[config.mk]
export PLATFORM = sky130hd
export DESIGN_NAME = ir_adc_to_distance_interp
export DESIGN_NICKNAME = d
export VERILOG_FILES = /design/src/sv/irdi_pkg.sv /design/src/sv/irdi_front.sv /design/src/sv/irdi_queue.sv /design/src/sv/irdi_back.sv /design/src/sv/ir_adc_to_distance_interp.sv
export SDC_FILE = /design/constraint.sdc
export NUM_CORES = 2
export LEC_CHECK = 0
export BUFFER_PORTS_ARGS = -buffer_cell sky130_fd_sc_hd__buf_2
export CAP_MARGIN = 20
export CORE_MARGIN = 2
export CORE_UTILIZATION = 57
export DETAILED_ROUTE_END_ITERATION = 10
export GPL_TIMING_DRIVEN = 0
export PLACE_DENSITY = 0.76
export SLEW_MARGIN = 10
export SYNTH_ARGS = -nofsm -noshare
export SYNTH_HDL_FRONTEND = slang
export SYNTH_SLANG_ARGS = --single-unit
export TNS_END_PERCENT = 5
[constraint.sdc]
create_clock -name clk -period 34.4 [get_ports clk]
set_input_delay 3.44 -clock clk [delete_from_list [all_inputs] [get_ports clk]]
set_output_delay 3.44 -clock clk [all_outputs]
set_load 0.01 [all_outputs]
[src/sv/irdi_pkg.sv]
// Shared types and constants for the IR ADC to distance interpolator.
// Used by the front end, the request queue, the divider back end and the top level.
// No dependencies.
`default_nettype none

package irdi_pkg;

    localparam int SAMPLE_BITS  = 12;
    localparam int NUM_BREAKS   = 6;
    localparam int SEG_BITS     = $clog2(NUM_BREAKS);
    localparam int CFG_IDX_BITS = SEG_BITS;
    localparam int DIST_BITS    = 7;
    localparam int STEP_BITS    = 6;
    localparam int NUM_BITS     = SAMPLE_BITS + STEP_BITS;

    localparam int DIST_MIN  = 9;
    localparam int DIST_MAX  = 80;

    // Clamp windows: 102 percent of the far breakpoint, 98 percent of the near one.
    localparam int PCT_SCALE  = 100;
    localparam int FAR_PCT    = 102;
    localparam int NEAR_PCT   = 98;
    localparam int PCT_BITS   = 7;
    localparam int CLAMP_BITS = SAMPLE_BITS + PCT_BITS;

    localparam int QUEUE_DEPTH = 4;
    localparam int QPTR_BITS   = $clog2(QUEUE_DEPTH);
    localparam int CNT_BITS    = $clog2(QUEUE_DEPTH + 1);

    // Configuration register indexes.
    localparam logic [CFG_IDX_BITS-1:0] REG_B9  = CFG_IDX_BITS'(0);
    localparam logic [CFG_IDX_BITS-1:0] REG_B15 = CFG_IDX_BITS'(1);
    localparam logic [CFG_IDX_BITS-1:0] REG_B20 = CFG_IDX_BITS'(2);
    localparam logic [CFG_IDX_BITS-1:0] REG_B30 = CFG_IDX_BITS'(3);
    localparam logic [CFG_IDX_BITS-1:0] REG_B40 = CFG_IDX_BITS'(4);
    localparam logic [CFG_IDX_BITS-1:0] REG_B80 = CFG_IDX_BITS'(5);

    localparam logic [DIST_BITS-1:0] SEG_DIST [NUM_BREAKS] =
        '{7'd9, 7'd15, 7'd20, 7'd30, 7'd40, 7'd80};

    localparam logic [SAMPLE_BITS-1:0] BREAK_RESET [NUM_BREAKS] =
        '{SAMPLE_BITS'(3000), SAMPLE_BITS'(2100), SAMPLE_BITS'(1650),
          SAMPLE_BITS'(1150), SAMPLE_BITS'(900),  SAMPLE_BITS'(500)};

    // One division request for the back end: result = base + floor(+-num / den).
    typedef struct packed {
        logic [DIST_BITS-1:0]   base;
        logic                   neg;
        logic [NUM_BITS-1:0]    num_mag;
        logic [SAMPLE_BITS-1:0] den_mag;
    } seg_req_t;

    typedef struct packed {
        logic [CNT_BITS-1:0] count;
        logic                nonempty;
    } q_status_t;

    function automatic logic [DIST_BITS-1:0] seg_base(input logic [SEG_BITS-1:0] seg);
        return SEG_DIST[seg];
    endfunction

    function automatic logic [STEP_BITS-1:0] seg_step(input logic [SEG_BITS-1:0] seg);
        logic [SEG_BITS-1:0] nxt;
        nxt = seg + SEG_BITS'(1);
        return STEP_BITS'(SEG_DIST[nxt] - SEG_DIST[seg]);
    endfunction

endpackage

`default_nettype wire

[src/sv/irdi_front.sv]
// Front end: breakpoint registers, clamp checks, segment search and request build.
// Depends on irdi_pkg; pushes division requests into irdi_queue.
`default_nettype none

module irdi_front (
    input  wire logic                               clk,
    input  wire logic                               rst_n,
    input  wire logic                               cfg_we,
    input  wire logic [irdi_pkg::CFG_IDX_BITS-1:0]  cfg_index,
    input  wire logic [irdi_pkg::SAMPLE_BITS-1:0]   cfg_data,
    input  wire logic                               in_valid,
    output logic                                    in_stall,
    input  wire logic [irdi_pkg::SAMPLE_BITS-1:0]   adc_sample,
    input  wire irdi_pkg::q_status_t                q_status,
    output logic                                    push,
    output irdi_pkg::seg_req_t                      push_data
);
    import irdi_pkg::*;

    localparam logic [1:0] KIND_FAR  = 2'd0;
    localparam logic [1:0] KIND_NEAR = 2'd1;
    localparam logic [1:0] KIND_SEG  = 2'd2;

    localparam int DIFF_BITS = SAMPLE_BITS + 1;
    localparam int PROD_BITS = DIFF_BITS + STEP_BITS + 1;

    logic [SAMPLE_BITS-1:0] brk_reg [NUM_BREAKS];

    logic                   a_valid_reg, a_valid_next;
    logic [SAMPLE_BITS-1:0] a_s_reg;
    logic [SEG_BITS-1:0]    a_seg_reg, a_seg_next;
    logic [1:0]             a_kind_reg, a_kind_next;
    logic [SAMPLE_BITS-1:0] a_x0_reg, a_x0_next;
    logic [SAMPLE_BITS-1:0] a_x1_reg, a_x1_next;

    logic                   accept;
    logic [CNT_BITS:0]      credit_used;
    logic [CLAMP_BITS-1:0]  s_scaled, far_lim, near_lim;

    logic signed [DIFF_BITS-1:0] diff_num, diff_den;
    logic signed [PROD_BITS-1:0] prod, prod_abs;
    logic signed [DIFF_BITS-1:0] den_abs;

    // Requests in stage A or the queue each hold a queue slot.
    assign credit_used = (CNT_BITS + 1)'(q_status.count) + (CNT_BITS + 1)'(a_valid_reg);
    assign in_stall    = credit_used >= (CNT_BITS + 1)'(QUEUE_DEPTH);
    assign accept      = in_valid && !in_stall;

    always_ff @(posedge clk or negedge rst_n)
    begin
        if (!rst_n)
        begin
            for (int i = 0; i < NUM_BREAKS; i++)
            begin
                brk_reg[i] <= BREAK_RESET[i];
            end
        end
        else if (cfg_we && (cfg_index < CFG_IDX_BITS'(NUM_BREAKS)))
        begin
            brk_reg[cfg_index] <= cfg_data;
        end
    end

    // Stage A: clamp checks and the three-step search over the breakpoints.
    always_comb
    begin
        s_scaled = CLAMP_BITS'(adc_sample) * CLAMP_BITS'(PCT_SCALE);
        far_lim  = CLAMP_BITS'(brk_reg[REG_B80]) * CLAMP_BITS'(FAR_PCT);
        near_lim = CLAMP_BITS'(brk_reg[REG_B9]) * CLAMP_BITS'(NEAR_PCT);

        if (brk_reg[REG_B20] > adc_sample)
        begin
            if (brk_reg[REG_B30] > adc_sample)
            begin
                a_seg_next = (brk_reg[REG_B40] > adc_sample) ? SEG_BITS'(4) : SEG_BITS'(3);
            end
            else
            begin
                a_seg_next = SEG_BITS'(2);
            end
        end
        else
        begin
            a_seg_next = (brk_reg[REG_B15] > adc_sample) ? SEG_BITS'(1) : SEG_BITS'(0);
        end

        if (s_scaled <= far_lim)
        begin
            a_kind_next = KIND_FAR;
        end
        else if (s_scaled >= near_lim)
        begin
            a_kind_next = KIND_NEAR;
        end
        else
        begin
            a_kind_next = KIND_SEG;
        end

        case (a_seg_next)
            SEG_BITS'(0):
            begin
                a_x0_next = brk_reg[REG_B9];
                a_x1_next = brk_reg[REG_B15];
            end
            SEG_BITS'(1):
            begin
                a_x0_next = brk_reg[REG_B15];
                a_x1_next = brk_reg[REG_B20];
            end
            SEG_BITS'(2):
            begin
                a_x0_next = brk_reg[REG_B20];
                a_x1_next = brk_reg[REG_B30];
            end
            SEG_BITS'(3):
            begin
                a_x0_next = brk_reg[REG_B30];
                a_x1_next = brk_reg[REG_B40];
            end
            default:
            begin
                a_x0_next = brk_reg[REG_B40];
                a_x1_next = brk_reg[REG_B80];
            end
        endcase

        a_valid_next = accept;
    end

    always_ff @(posedge clk or negedge rst_n)
    begin
        if (!rst_n)
        begin
            a_valid_reg <= 1'b0;
        end
        else
        begin
            a_valid_reg <= a_valid_next;
        end
    end

    always_ff @(posedge clk)
    begin
        if (accept)
        begin
            a_s_reg    <= adc_sample;
            a_seg_reg  <= a_seg_next;
            a_kind_reg <= a_kind_next;
            a_x0_reg   <= a_x0_next;
            a_x1_reg   <= a_x1_next;
        end
    end

    // Stage B: segment differences, scale by the distance step, split into sign and magnitude.
    always_comb
    begin
        diff_num = $signed({1'b0, a_x0_reg}) - $signed({1'b0, a_s_reg});
        diff_den = $signed({1'b0, a_x0_reg}) - $signed({1'b0, a_x1_reg});
        prod     = PROD_BITS'(diff_num) * $signed(PROD_BITS'({1'b0, seg_step(a_seg_reg)}));
        prod_abs = prod[PROD_BITS-1] ? -prod : prod;
        den_abs  = diff_den[DIFF_BITS-1] ? -diff_den : diff_den;

        push_data.base    = seg_base(a_seg_reg);
        push_data.neg     = prod[PROD_BITS-1] ^ diff_den[DIFF_BITS-1];
        push_data.num_mag = prod_abs[NUM_BITS-1:0];
        push_data.den_mag = den_abs[SAMPLE_BITS-1:0];

        // Clamps and a flat segment become a zero quotient around a fixed base.
        if (a_kind_reg == KIND_FAR)
        begin
            push_data.base = DIST_BITS'(DIST_MAX);
        end
        else if (a_kind_reg == KIND_NEAR)
        begin
            push_data.base = DIST_BITS'(DIST_MIN);
        end

        if ((a_kind_reg != KIND_SEG) || (diff_den == '0))
        begin
            push_data.neg     = 1'b0;
            push_data.num_mag = '0;
            push_data.den_mag = SAMPLE_BITS'(1);
        end
    end

    assign push = a_valid_reg;

endmodule

`default_nettype wire

[src/sv/irdi_queue.sv]
// Short request queue between the front end and the divider back end.
// Depends on irdi_pkg for the request type and depth.
`default_nettype none

module irdi_queue (
    input  wire logic                 clk,
    input  wire logic                 rst_n,
    input  wire logic                 push,
    input  wire irdi_pkg::seg_req_t   push_data,
    input  wire logic                 pop,
    output irdi_pkg::q_status_t       status,
    output irdi_pkg::seg_req_t        head_data
);
    import irdi_pkg::*;

    seg_req_t             slot_reg [QUEUE_DEPTH];
    logic [QPTR_BITS-1:0] wr_ptr_reg, wr_ptr_next;
    logic [QPTR_BITS-1:0] rd_ptr_reg, rd_ptr_next;
    logic [CNT_BITS-1:0]  cnt_reg, cnt_next;

    always_comb
    begin
        wr_ptr_next = push ? wr_ptr_reg + QPTR_BITS'(1) : wr_ptr_reg;
        rd_ptr_next = pop ? rd_ptr_reg + QPTR_BITS'(1) : rd_ptr_reg;
        cnt_next    = cnt_reg + CNT_BITS'(push) - CNT_BITS'(pop);
    end

    always_ff @(posedge clk or negedge rst_n)
    begin
        if (!rst_n)
        begin
            wr_ptr_reg <= '0;
            rd_ptr_reg <= '0;
            cnt_reg    <= '0;
        end
        else
        begin
            wr_ptr_reg <= wr_ptr_next;
            rd_ptr_reg <= rd_ptr_next;
            cnt_reg    <= cnt_next;
        end
    end

    always_ff @(posedge clk)
    begin
        if (push)
        begin
            slot_reg[wr_ptr_reg] <= push_data;
        end
    end

    assign status.count    = cnt_reg;
    assign status.nonempty = cnt_reg != '0;
    assign head_data       = slot_reg[rd_ptr_reg];

endmodule

`default_nettype wire

[src/sv/irdi_back.sv]
// Back end: pipelined restoring divider, one quotient bit per stage, then floor
// correction, saturation to 9..80 and the output register. Depends on irdi_pkg.
`default_nettype none

module irdi_back (
    input  wire logic                             clk,
    input  wire logic                             rst_n,
    input  wire irdi_pkg::q_status_t              q_status,
    input  wire irdi_pkg::seg_req_t               q_data,
    output logic                                  q_pop,
    output logic                                  out_valid,
    input  wire logic                             out_stall,
    output logic [irdi_pkg::DIST_BITS-1:0]        distance_cm
);
    import irdi_pkg::*;

    localparam int WIDE_BITS = NUM_BITS + 2;

    logic [NUM_BITS:0]      st_v_reg, st_v_next;
    logic [DIST_BITS-1:0]   st_base_reg [NUM_BITS+1];
    logic [DIST_BITS-1:0]   st_base_next [NUM_BITS+1];
    logic                   st_neg_reg [NUM_BITS+1];
    logic                   st_neg_next [NUM_BITS+1];
    logic [SAMPLE_BITS-1:0] st_den_reg [NUM_BITS+1];
    logic [SAMPLE_BITS-1:0] st_den_next [NUM_BITS+1];
    logic [SAMPLE_BITS-1:0] st_rem_reg [NUM_BITS+1];
    logic [SAMPLE_BITS-1:0] st_rem_next [NUM_BITS+1];
    logic [NUM_BITS-1:0]    st_nq_reg [NUM_BITS+1];
    logic [NUM_BITS-1:0]    st_nq_next [NUM_BITS+1];
    logic [SAMPLE_BITS:0]   rem_sh [NUM_BITS];
    logic [SAMPLE_BITS:0]   rem_dif [NUM_BITS];
    logic                   q_bit [NUM_BITS];

    logic                   adv;
    logic                   out_valid_reg, out_valid_next;
    logic [DIST_BITS-1:0]   dist_reg, dist_next;

    logic                        rem_nz;
    logic [WIDE_BITS-1:0]        q_ext;
    logic signed [WIDE_BITS-1:0] delta, dist_wide;

    // The whole back end moves together whenever the output register can take a result.
    assign adv   = !out_valid_reg || !out_stall;
    assign q_pop = q_status.nonempty && adv;

    always_comb
    begin
        st_v_next[0]    = q_pop;
        st_base_next[0] = q_data.base;
        st_neg_next[0]  = q_data.neg;
        st_den_next[0]  = q_data.den_mag;
        st_rem_next[0]  = '0;
        st_nq_next[0]   = q_data.num_mag;

        // Each stage shifts one numerator bit into the remainder and one quotient bit in.
        for (int k = 0; k < NUM_BITS; k++)
        begin
            rem_sh[k]  = {st_rem_reg[k], st_nq_reg[k][NUM_BITS-1]};
            rem_dif[k] = rem_sh[k] - {1'b0, st_den_reg[k]};
            q_bit[k]   = rem_sh[k] >= {1'b0, st_den_reg[k]};

            st_v_next[k+1]    = st_v_reg[k];
            st_base_next[k+1] = st_base_reg[k];
            st_neg_next[k+1]  = st_neg_reg[k];
            st_den_next[k+1]  = st_den_reg[k];
            st_rem_next[k+1]  = q_bit[k] ? rem_dif[k][SAMPLE_BITS-1:0]
                                         : rem_sh[k][SAMPLE_BITS-1:0];
            st_nq_next[k+1]   = {st_nq_reg[k][NUM_BITS-2:0], q_bit[k]};
        end
    end

    always_ff @(posedge clk or negedge rst_n)
    begin
        if (!rst_n)
        begin
            st_v_reg <= '0;
        end
        else if (adv)
        begin
            st_v_reg <= st_v_next;
        end
    end

    always_ff @(posedge clk)
    begin
        if (adv)
        begin
            for (int k = 0; k <= NUM_BITS; k++)
            begin
                st_base_reg[k] <= st_base_next[k];
                st_neg_reg[k]  <= st_neg_next[k];
                st_den_reg[k]  <= st_den_next[k];
                st_rem_reg[k]  <= st_rem_next[k];
                st_nq_reg[k]   <= st_nq_next[k];
            end
        end
    end

    // A negative quotient with a remainder rounds one further down (floor).
    always_comb
    begin
        rem_nz    = st_rem_reg[NUM_BITS] != '0;
        q_ext     = WIDE_BITS'(st_nq_reg[NUM_BITS]);
        delta     = st_neg_reg[NUM_BITS] ? -($signed(q_ext) + $signed(WIDE_BITS'(rem_nz)))
                                         : $signed(q_ext);
        dist_wide = $signed(WIDE_BITS'(st_base_reg[NUM_BITS])) + delta;

        if (dist_wide < $signed(WIDE_BITS'(DIST_MIN)))
        begin
            dist_next = DIST_BITS'(DIST_MIN);
        end
        else if (dist_wide > $signed(WIDE_BITS'(DIST_MAX)))
        begin
            dist_next = DIST_BITS'(DIST_MAX);
        end
        else
        begin
            dist_next = dist_wide[DIST_BITS-1:0];
        end

        out_valid_next = st_v_reg[NUM_BITS];
    end

    always_ff @(posedge clk or negedge rst_n)
    begin
        if (!rst_n)
        begin
            out_valid_reg <= 1'b0;
        end
        else if (adv)
        begin
            out_valid_reg <= out_valid_next;
        end
    end

    always_ff @(posedge clk)
    begin
        if (adv)
        begin
            dist_reg <= dist_next;
        end
    end

    assign out_valid   = out_valid_reg;
    assign distance_cm = dist_reg;

endmodule

`default_nettype wire

[src/sv/ir_adc_to_distance_interp.sv]
// IR range sensor ADC sample to distance in centimeters, piecewise linear.
// Instantiates irdi_front, irdi_queue and irdi_back; uses irdi_pkg.
//
// Usage: the input channel carries one adc_sample per request (in_valid / in_stall),
// the output channel one distance_cm per request (out_valid / out_stall). A request
// is taken at a rising edge with valid high and stall low. Six breakpoint registers
// (9, 15, 20, 30, 40 and 80 cm) are written through cfg_we / cfg_index / cfg_data
// while the block is idle; indexes past the last register are ignored.
// Throughput is one request per cycle while neither in_stall nor out_stall holds
// the flow. An accepted request passes the stage A register, the queue and the divider
// pipeline, which produces one quotient bit per stage, before reaching the output register.
// When the receiver stalls, the output register holds its result and the divider
// pipeline freezes; the four-entry queue behind the front end absorbs requests in
// flight, and in_stall rises once every queue slot is spoken for.
// Reset loads the breakpoint defaults and empties the pipeline and the queue.
`default_nettype none

module ir_adc_to_distance_interp (
    input  wire logic                               clk,
    input  wire logic                               rst_n,
    input  wire logic                               cfg_we,
    input  wire logic [irdi_pkg::CFG_IDX_BITS-1:0]  cfg_index,
    input  wire logic [irdi_pkg::SAMPLE_BITS-1:0]   cfg_data,
    input  wire logic                               in_valid,
    output logic                                    in_stall,
    input  wire logic [irdi_pkg::SAMPLE_BITS-1:0]   adc_sample,
    output logic                                    out_valid,
    input  wire logic                               out_stall,
    output logic [irdi_pkg::DIST_BITS-1:0]          distance_cm
);
    import irdi_pkg::*;

    q_status_t q_status;
    seg_req_t  push_data;
    seg_req_t  head_data;
    logic      push;
    logic      q_pop;

    irdi_front u_front (
        .clk        (clk),
        .rst_n      (rst_n),
        .cfg_we     (cfg_we),
        .cfg_index  (cfg_index),
        .cfg_data   (cfg_data),
        .in_valid   (in_valid),
        .in_stall   (in_stall),
        .adc_sample (adc_sample),
        .q_status   (q_status),
        .push       (push),
        .push_data  (push_data)
    );

    irdi_queue u_queue (
        .clk       (clk),
        .rst_n     (rst_n),
        .push      (push),
        .push_data (push_data),
        .pop       (q_pop),
        .status    (q_status),
        .head_data (head_data)
    );

    irdi_back u_back (
        .clk         (clk),
        .rst_n       (rst_n),
        .q_status    (q_status),
        .q_data      (head_data),
        .q_pop       (q_pop),
        .out_valid   (out_valid),
        .out_stall   (out_stall),
        .distance_cm (distance_cm)
    );

    // The credit check at the input must keep the queue from overflowing.
    a_queue_bound: assert property (@(posedge clk) disable iff (!rst_n)
        q_status.count <= CNT_BITS'(QUEUE_DEPTH))
        else $error("request queue overflow");

    a_pop_nonempty: assert property (@(posedge clk) disable iff (!rst_n)
        q_pop |-> q_status.count != '0)
        else $error("pop from an empty request queue");

    a_push_room: assert property (@(posedge clk) disable iff (!rst_n)
        (push && !q_pop) |-> q_status.count < CNT_BITS'(QUEUE_DEPTH))
        else $error("push into a full request queue");

    a_dist_range: assert property (@(posedge clk) disable iff (!rst_n)
        out_valid |-> (distance_cm >= DIST_BITS'(DIST_MIN)) &&
                      (distance_cm <= DIST_BITS'(DIST_MAX)))
        else $error("distance out of the saturated range");

endmodule

`default_nettype wire

==> Yosys cells after proc, flatten, opt, wreduce, memory -nomap -nowiden <==
Memories as Yosys holds them, arrays and structs flattened.
Cells that the tools add are included.
{ "totals": {"regBits": 148, "ram_bits": 1102, "mem_bits_ro": 112, "input_bits": 32, "out_inout_bits": 9, "memories": 8} }
{ "classes": {"addsub": 32, "mul": 4, "n_lt_le_gt_ge": 32, "n_eq_ne": 5, "n_mux": 43, "bitwise": 4, "reduce_logical": 15} }
{ "mem_list": {"columns": ["memory", "words", "width", "rd", "rd_clocked_by_memory_dff", "write_ports", "line", "rtl"], "rows": [
  ["u_back.st_nq_reg", 19, 18, 19, 0, 19, "irdi_back.sv:28", "logic [NUM_BITS-1:0] st_nq_reg [NUM_BITS+1];"],
  ["u_back.st_den_reg", 19, 12, 18, 0, 19, "irdi_back.sv:24", "logic [SAMPLE_BITS-1:0] st_den_reg [NUM_BITS+1];"],
  ["u_back.st_rem_reg", 19, 12, 19, 0, 19, "irdi_back.sv:26", "logic [SAMPLE_BITS-1:0] st_rem_reg [NUM_BITS+1];"],
  ["u_queue.slot_reg", 4, 38, 1, 0, 1, "irdi_queue.sv:16", "seg_req_t slot_reg [QUEUE_DEPTH];"],
  ["u_back.st_base_reg", 19, 7, 19, 0, 19, "irdi_back.sv:20", "logic [DIST_BITS-1:0] st_base_reg [NUM_BITS+1];"],
  ["(no name shown)", 8, 7, 1, 0, 0, "irdi_pkg.sv:65", "return STEP_BITS'(SEG_DIST[nxt] - SEG_DIST[seg]);"],
  ["2 more memories", null, null, null, null, null, null, null]
]} }
{ "op_table": {"columns": ["op", "n"], "rows": [
  ["$mux 12", 20],
  ["$ge 13x12->1", 18],
  ["$sub 12x12->12", 18],
  ["$pmux 12 s4", 2],
  ["$bwmux 72", 1],
  ["$gt 12x12->1", 4],
  ["$demux 12 s3", 1],
  ["$mul 12x6->18 const B", 2],
  ["$mux 7", 5],
  ["$mux 31", 1],
  ["$sub 12x12->13", 2],
  ["$add 8x20->20", 1],
  ["$gt 20x8->1 const B", 1],
  ["$lt 20x5->1 const B", 1],
  ["$mul 13x7->20", 1],
  ["$mux 20", 1],
  ["$neg 20->20", 1],
  ["$add 18x1->19", 1],
  ["$ge 19x19->1", 1],
  ["$le 19x19->1", 1],
  ["$mux 18", 1],
  ["$neg 18->18", 1],
  ["$mul 12x5->17 const B", 1],
  ["$logic_not 13->1", 1],
  ["other kinds (29)", 48]
]} }

==> Longest topological paths before layout <==
{ "depth": {"depth_word": 10, "depth_mapped": 35, "depth_no_buf": 34} }

==> By module <==
From an unflattened synthesis, not the netlist that was laid out.
{ "unflattened": {"cells_unflattened": 4923, "area_unflattened_um2": 63407.1} }
{ "by_module_without_submodules": {"columns": ["mod", "instances", "cells_per_inst", "area_per_inst_um2"], "rows": [
  ["irdi_back", 1, 3027, 42278.0],
  ["irdi_front", 1, 1664, 15214.6],
  ["irdi_queue", 1, 232, 5914.4]
]} }

==> Worst setup path after synthesis <==
OpenSTA, ideal clock, no wires.
{ "synth_timing": {"path_kind": "input-to-reg", "start": "input out_stall", "end": "register u_back.st_v_reg[10]", "arrival_ns": 32.181, "required_time_ns": 34.216, "slack_ns": 2.034, "path_stages": 3, "n_path_buf": 1, "cell_sequence": "nand2_1 -> clkbuf_1 -> mux2_2"} }
{ "synth_via": {"elab_chain_len": 2} }
{ "synth_rtl": {"columns": ["item", "line", "rtl"], "rows": [
  ["start: declaration", "ir_adc_to_distance_interp.sv:28", "input wire logic out_stall,"],
  ["$logic_not 1->1", "irdi_back.sv:43", "assign adv = !out_valid_reg || !out_stall;"],
  ["$logic_or 1x1->1", "irdi_back.sv:43", null],
  ["net u_back.adv", "irdi_back.sv:34", "logic adv;"],
  ["end signal: assignment", "irdi_back.sv:80", "st_v_reg <= st_v_next;"],
  ["end: declaration", "irdi_back.sv:19", "logic [NUM_BITS:0] st_v_reg, st_v_next;"]
]} }
The timed path passes the listed nets, and every way through them passes these cells.
A chain may end at the register's enable or synchronous reset.

==> metrics.yaml <==
yosys:
  synth_top_cell_by_area: "edfxtp_1"
  synth_top_area_share: 0.543
  ys_seq_area_frac: 0.584
  synth_edf_count: 1126
  synth_warnings: 0
  synth_cell_types: 81
  postSynthCellCount: 4932
  avgSynthCellArea_um2: 12.6
  syn_area_um2: 62300
  synth_area_leaders: "edfxtp_1 (54%), ha_1 (10%), inv_1 (3.9%)"
  async_flop_share: 0.0816
  synthTopCellsByCount: "edfxtp_1 (1126), inv_1 (652), ha_1 (500), nand2_1 (396), o21ai_0 (360)"
  ys_ff_latch: 1226
  synth.net_count: 5570
  synth_most_common_cell: "edfxtp_1"
  ys.flop_type: "edfxtp_1"
drt:
  remaining_drc_errors: 0
  wl_per_cell_um: 18.5
  vias: 37700
  drt-vias-per-instance: 5.67
  wl_um: 123000
  postRouteAntennaNets: 0
  firstDrtPassIters: 7
  drtIter0Drc: 2807
worst_hold_path:
  min_path_type: "reg -> reg"
grt:
  grt_pass1_wl_um: 198000
  antenna_found_initial: 0
  grt_use_total: 0.224
  overflow: 0
  grt_pass1_vias: 37800
  grt_max_degree: 69
die:
  fp.dieArea_um2: 112000
  ioPinCount: 41
  die_h_um: 335
  die_w_um: 335
  coreArea_um2: 109000
  row_count: 121
  initial_core_util: 0.574
clock_network:
  clock_path_buffers: 3
  post_cts_buffers: 0
  clock_sinks: 1226
  htreeDepth: 4
  cts_buffers: 130
  cts_tree: "yes"
  insertion_delay_ps: 770
  clk_pin_slew_ps: 60
  cts_hold_buf: 0
  cts_resized: 0
  clock-root-buffer: "clkbuf_16"
final_layout:
  final.fill_count: 7845
  drive_above_1_share: 0.0946
  fin_cells: 6646
  design_area_um2: 69200
  largest_register_ffs: 342
  area_growth_pct: 11.2
  final_nets: 5766
  diodes: 0
placed_design:
  port_buffers: 40
  place_inst: 6409
  dp_hpwl_um: 87300
  dpl_cell_area_um2: 64800
  place_congestion: 0.917
timing:
  slew_headroom: 0.323
  finalMaxSlewViolations: 0
  min_period_over_period: 0.281
  tightest_slew_ps: 1020
  rsz0062_at_grt: "false"
  timing.fmax_mhz: 103
  finalClockSkew_ps: 46.1
  hold_viol_final: 0
  finalSetupViolCount: 0
  fin_crit_ps: 9660
setup_path:
  cp.required_ps: 34890
  start_kind: "register"
  critPathCaptureType: "register"
  crit_path_frequent_cell: "inv_1"
  cp_max_fo: 10
  cpPeakStageDelay_ps: 770
  cp_slowest_cell: "xnor2_1"
  critPathArrivalTime_ps: 10150
  critPathKind: "reg -> reg"
run_status:
  run_status: "finished clean"
run:
  drv_cap: 0
==> cell families (layout without fill, tap and decap cells) <==
family / Yosys count / after routing / synth area share
DFF: 1226 / 1226 / 0.584
and+or+nand+nor: 1076 / 1076 / 0.0822
AOI/OAI and AO/OA: 901 / 901 / 0.0888
muxes: 155 / 155 / 0.0342
xor gates and xnor gates: 217 / 217 / 0.0305
buffers and inverters: 750 / 1050 / 0.0456
adders and majority gates: 607 / 607 / 0.135
==> cells in the final DEF (no fill, tap or decap), drive strengths merged, types with 21 or more instances in the layout <==
cell / instances
mux2: 81
nor3: 44
a211oi: 21
xnor2: 131
o31ai: 87
nand2b: 44
mux2i: 36
inv: 655
a21oi: 147
o21a: 36
ha: 500
a22oi: 24
dfrtp: 66
a31oi: 31
nor2: 266
mux4: 38
dfstp: 34
fa: 106
nand4: 82
buf: 81
nand3: 24
a21o: 53
clkinv: 65
xor2: 86
or2: 52
nand2: 396
a21boi: 72
clkbuf: 235
edfxtp: 1126
o21ai: 364
nor2b: 76
==> final timing paths <==
kind,startpoint,to,slack [ps],cells past startpoint
worst max register to register,u_front.a_seg_reg[2],u_queue.slot_reg[0][22],24740,33
max in group asynchronous,rst_n,u_front.brk_reg[71],31000,2
worst max-delay path,u_front.a_seg_reg[2],u_queue.slot_reg[0][22],24740,33
worst min-delay path,u_back.st_nq_reg[0][7],u_back.st_nq_reg[1][8],380,0
worst min register to register,u_back.st_nq_reg[0][7],u_back.st_nq_reg[1][8],380,0
min in group asynchronous,rst_n,u_queue.rd_ptr_reg[1],2660,1
==> stage by stage <==
stage | worst slack [ps] | hold WS [ps] | TNS (ps) | util
2_1_floorplan | 2030 | 400 | 0 | -
3_3_place_gp | -7030 | 401 | -4522970 | 0.592
3_5_place_dp | 24950 | 405 | 0 | 0.597
4_1_cts | 24870 | 375 | 0 | 0.638
5_1_grt | 24120 | 392 | 0 | 0.638
6_report | 24740 | 385 | 0 | 0.638
==> final cells by class <==
class                           count  area, µm²  share of cell area
Clock buffer                      156       3380              0.0488
Timing Repair Buffer               64        798              0.0115
Sequential cell                  1226      36400               0.525
Multi-Input combinational cell   2956      23100               0.333
Clock inverter                     80       1000              0.0145
Inverter                          654       2450              0.0355
Buffer                             96        390             0.00564
Tap cell                         1414       1770              0.0256
==> critical path, delay by kind of cell, from the launching register on <==
kind	cells	cell delay, ps
adder cells (fa/ha/maj)	7	2700
buffers and inverters	8	1980
AO/OA/AOI/OAI	8	1780
XOR/XNOR	3	1390
AND/OR/NAND/NOR	7	1090
flip-flops	1	480
==> routing by layer <==
metal | part of all wire | global-route usage | vias to the layer above
li1 | - | - | 18000
met1 | 0.41 | 0.277 | 18400
met2 | 0.51 | 0.399 | 975
met3 | 0.040 | 0.0283 | 253
met4 | 0.036 | 0.0864 | 0
met5 | 0 | 0 | -
Power is left out: the tool's default activity adds up to more than one toggle a clock period on the data nets, which glitch-free logic cannot reach.
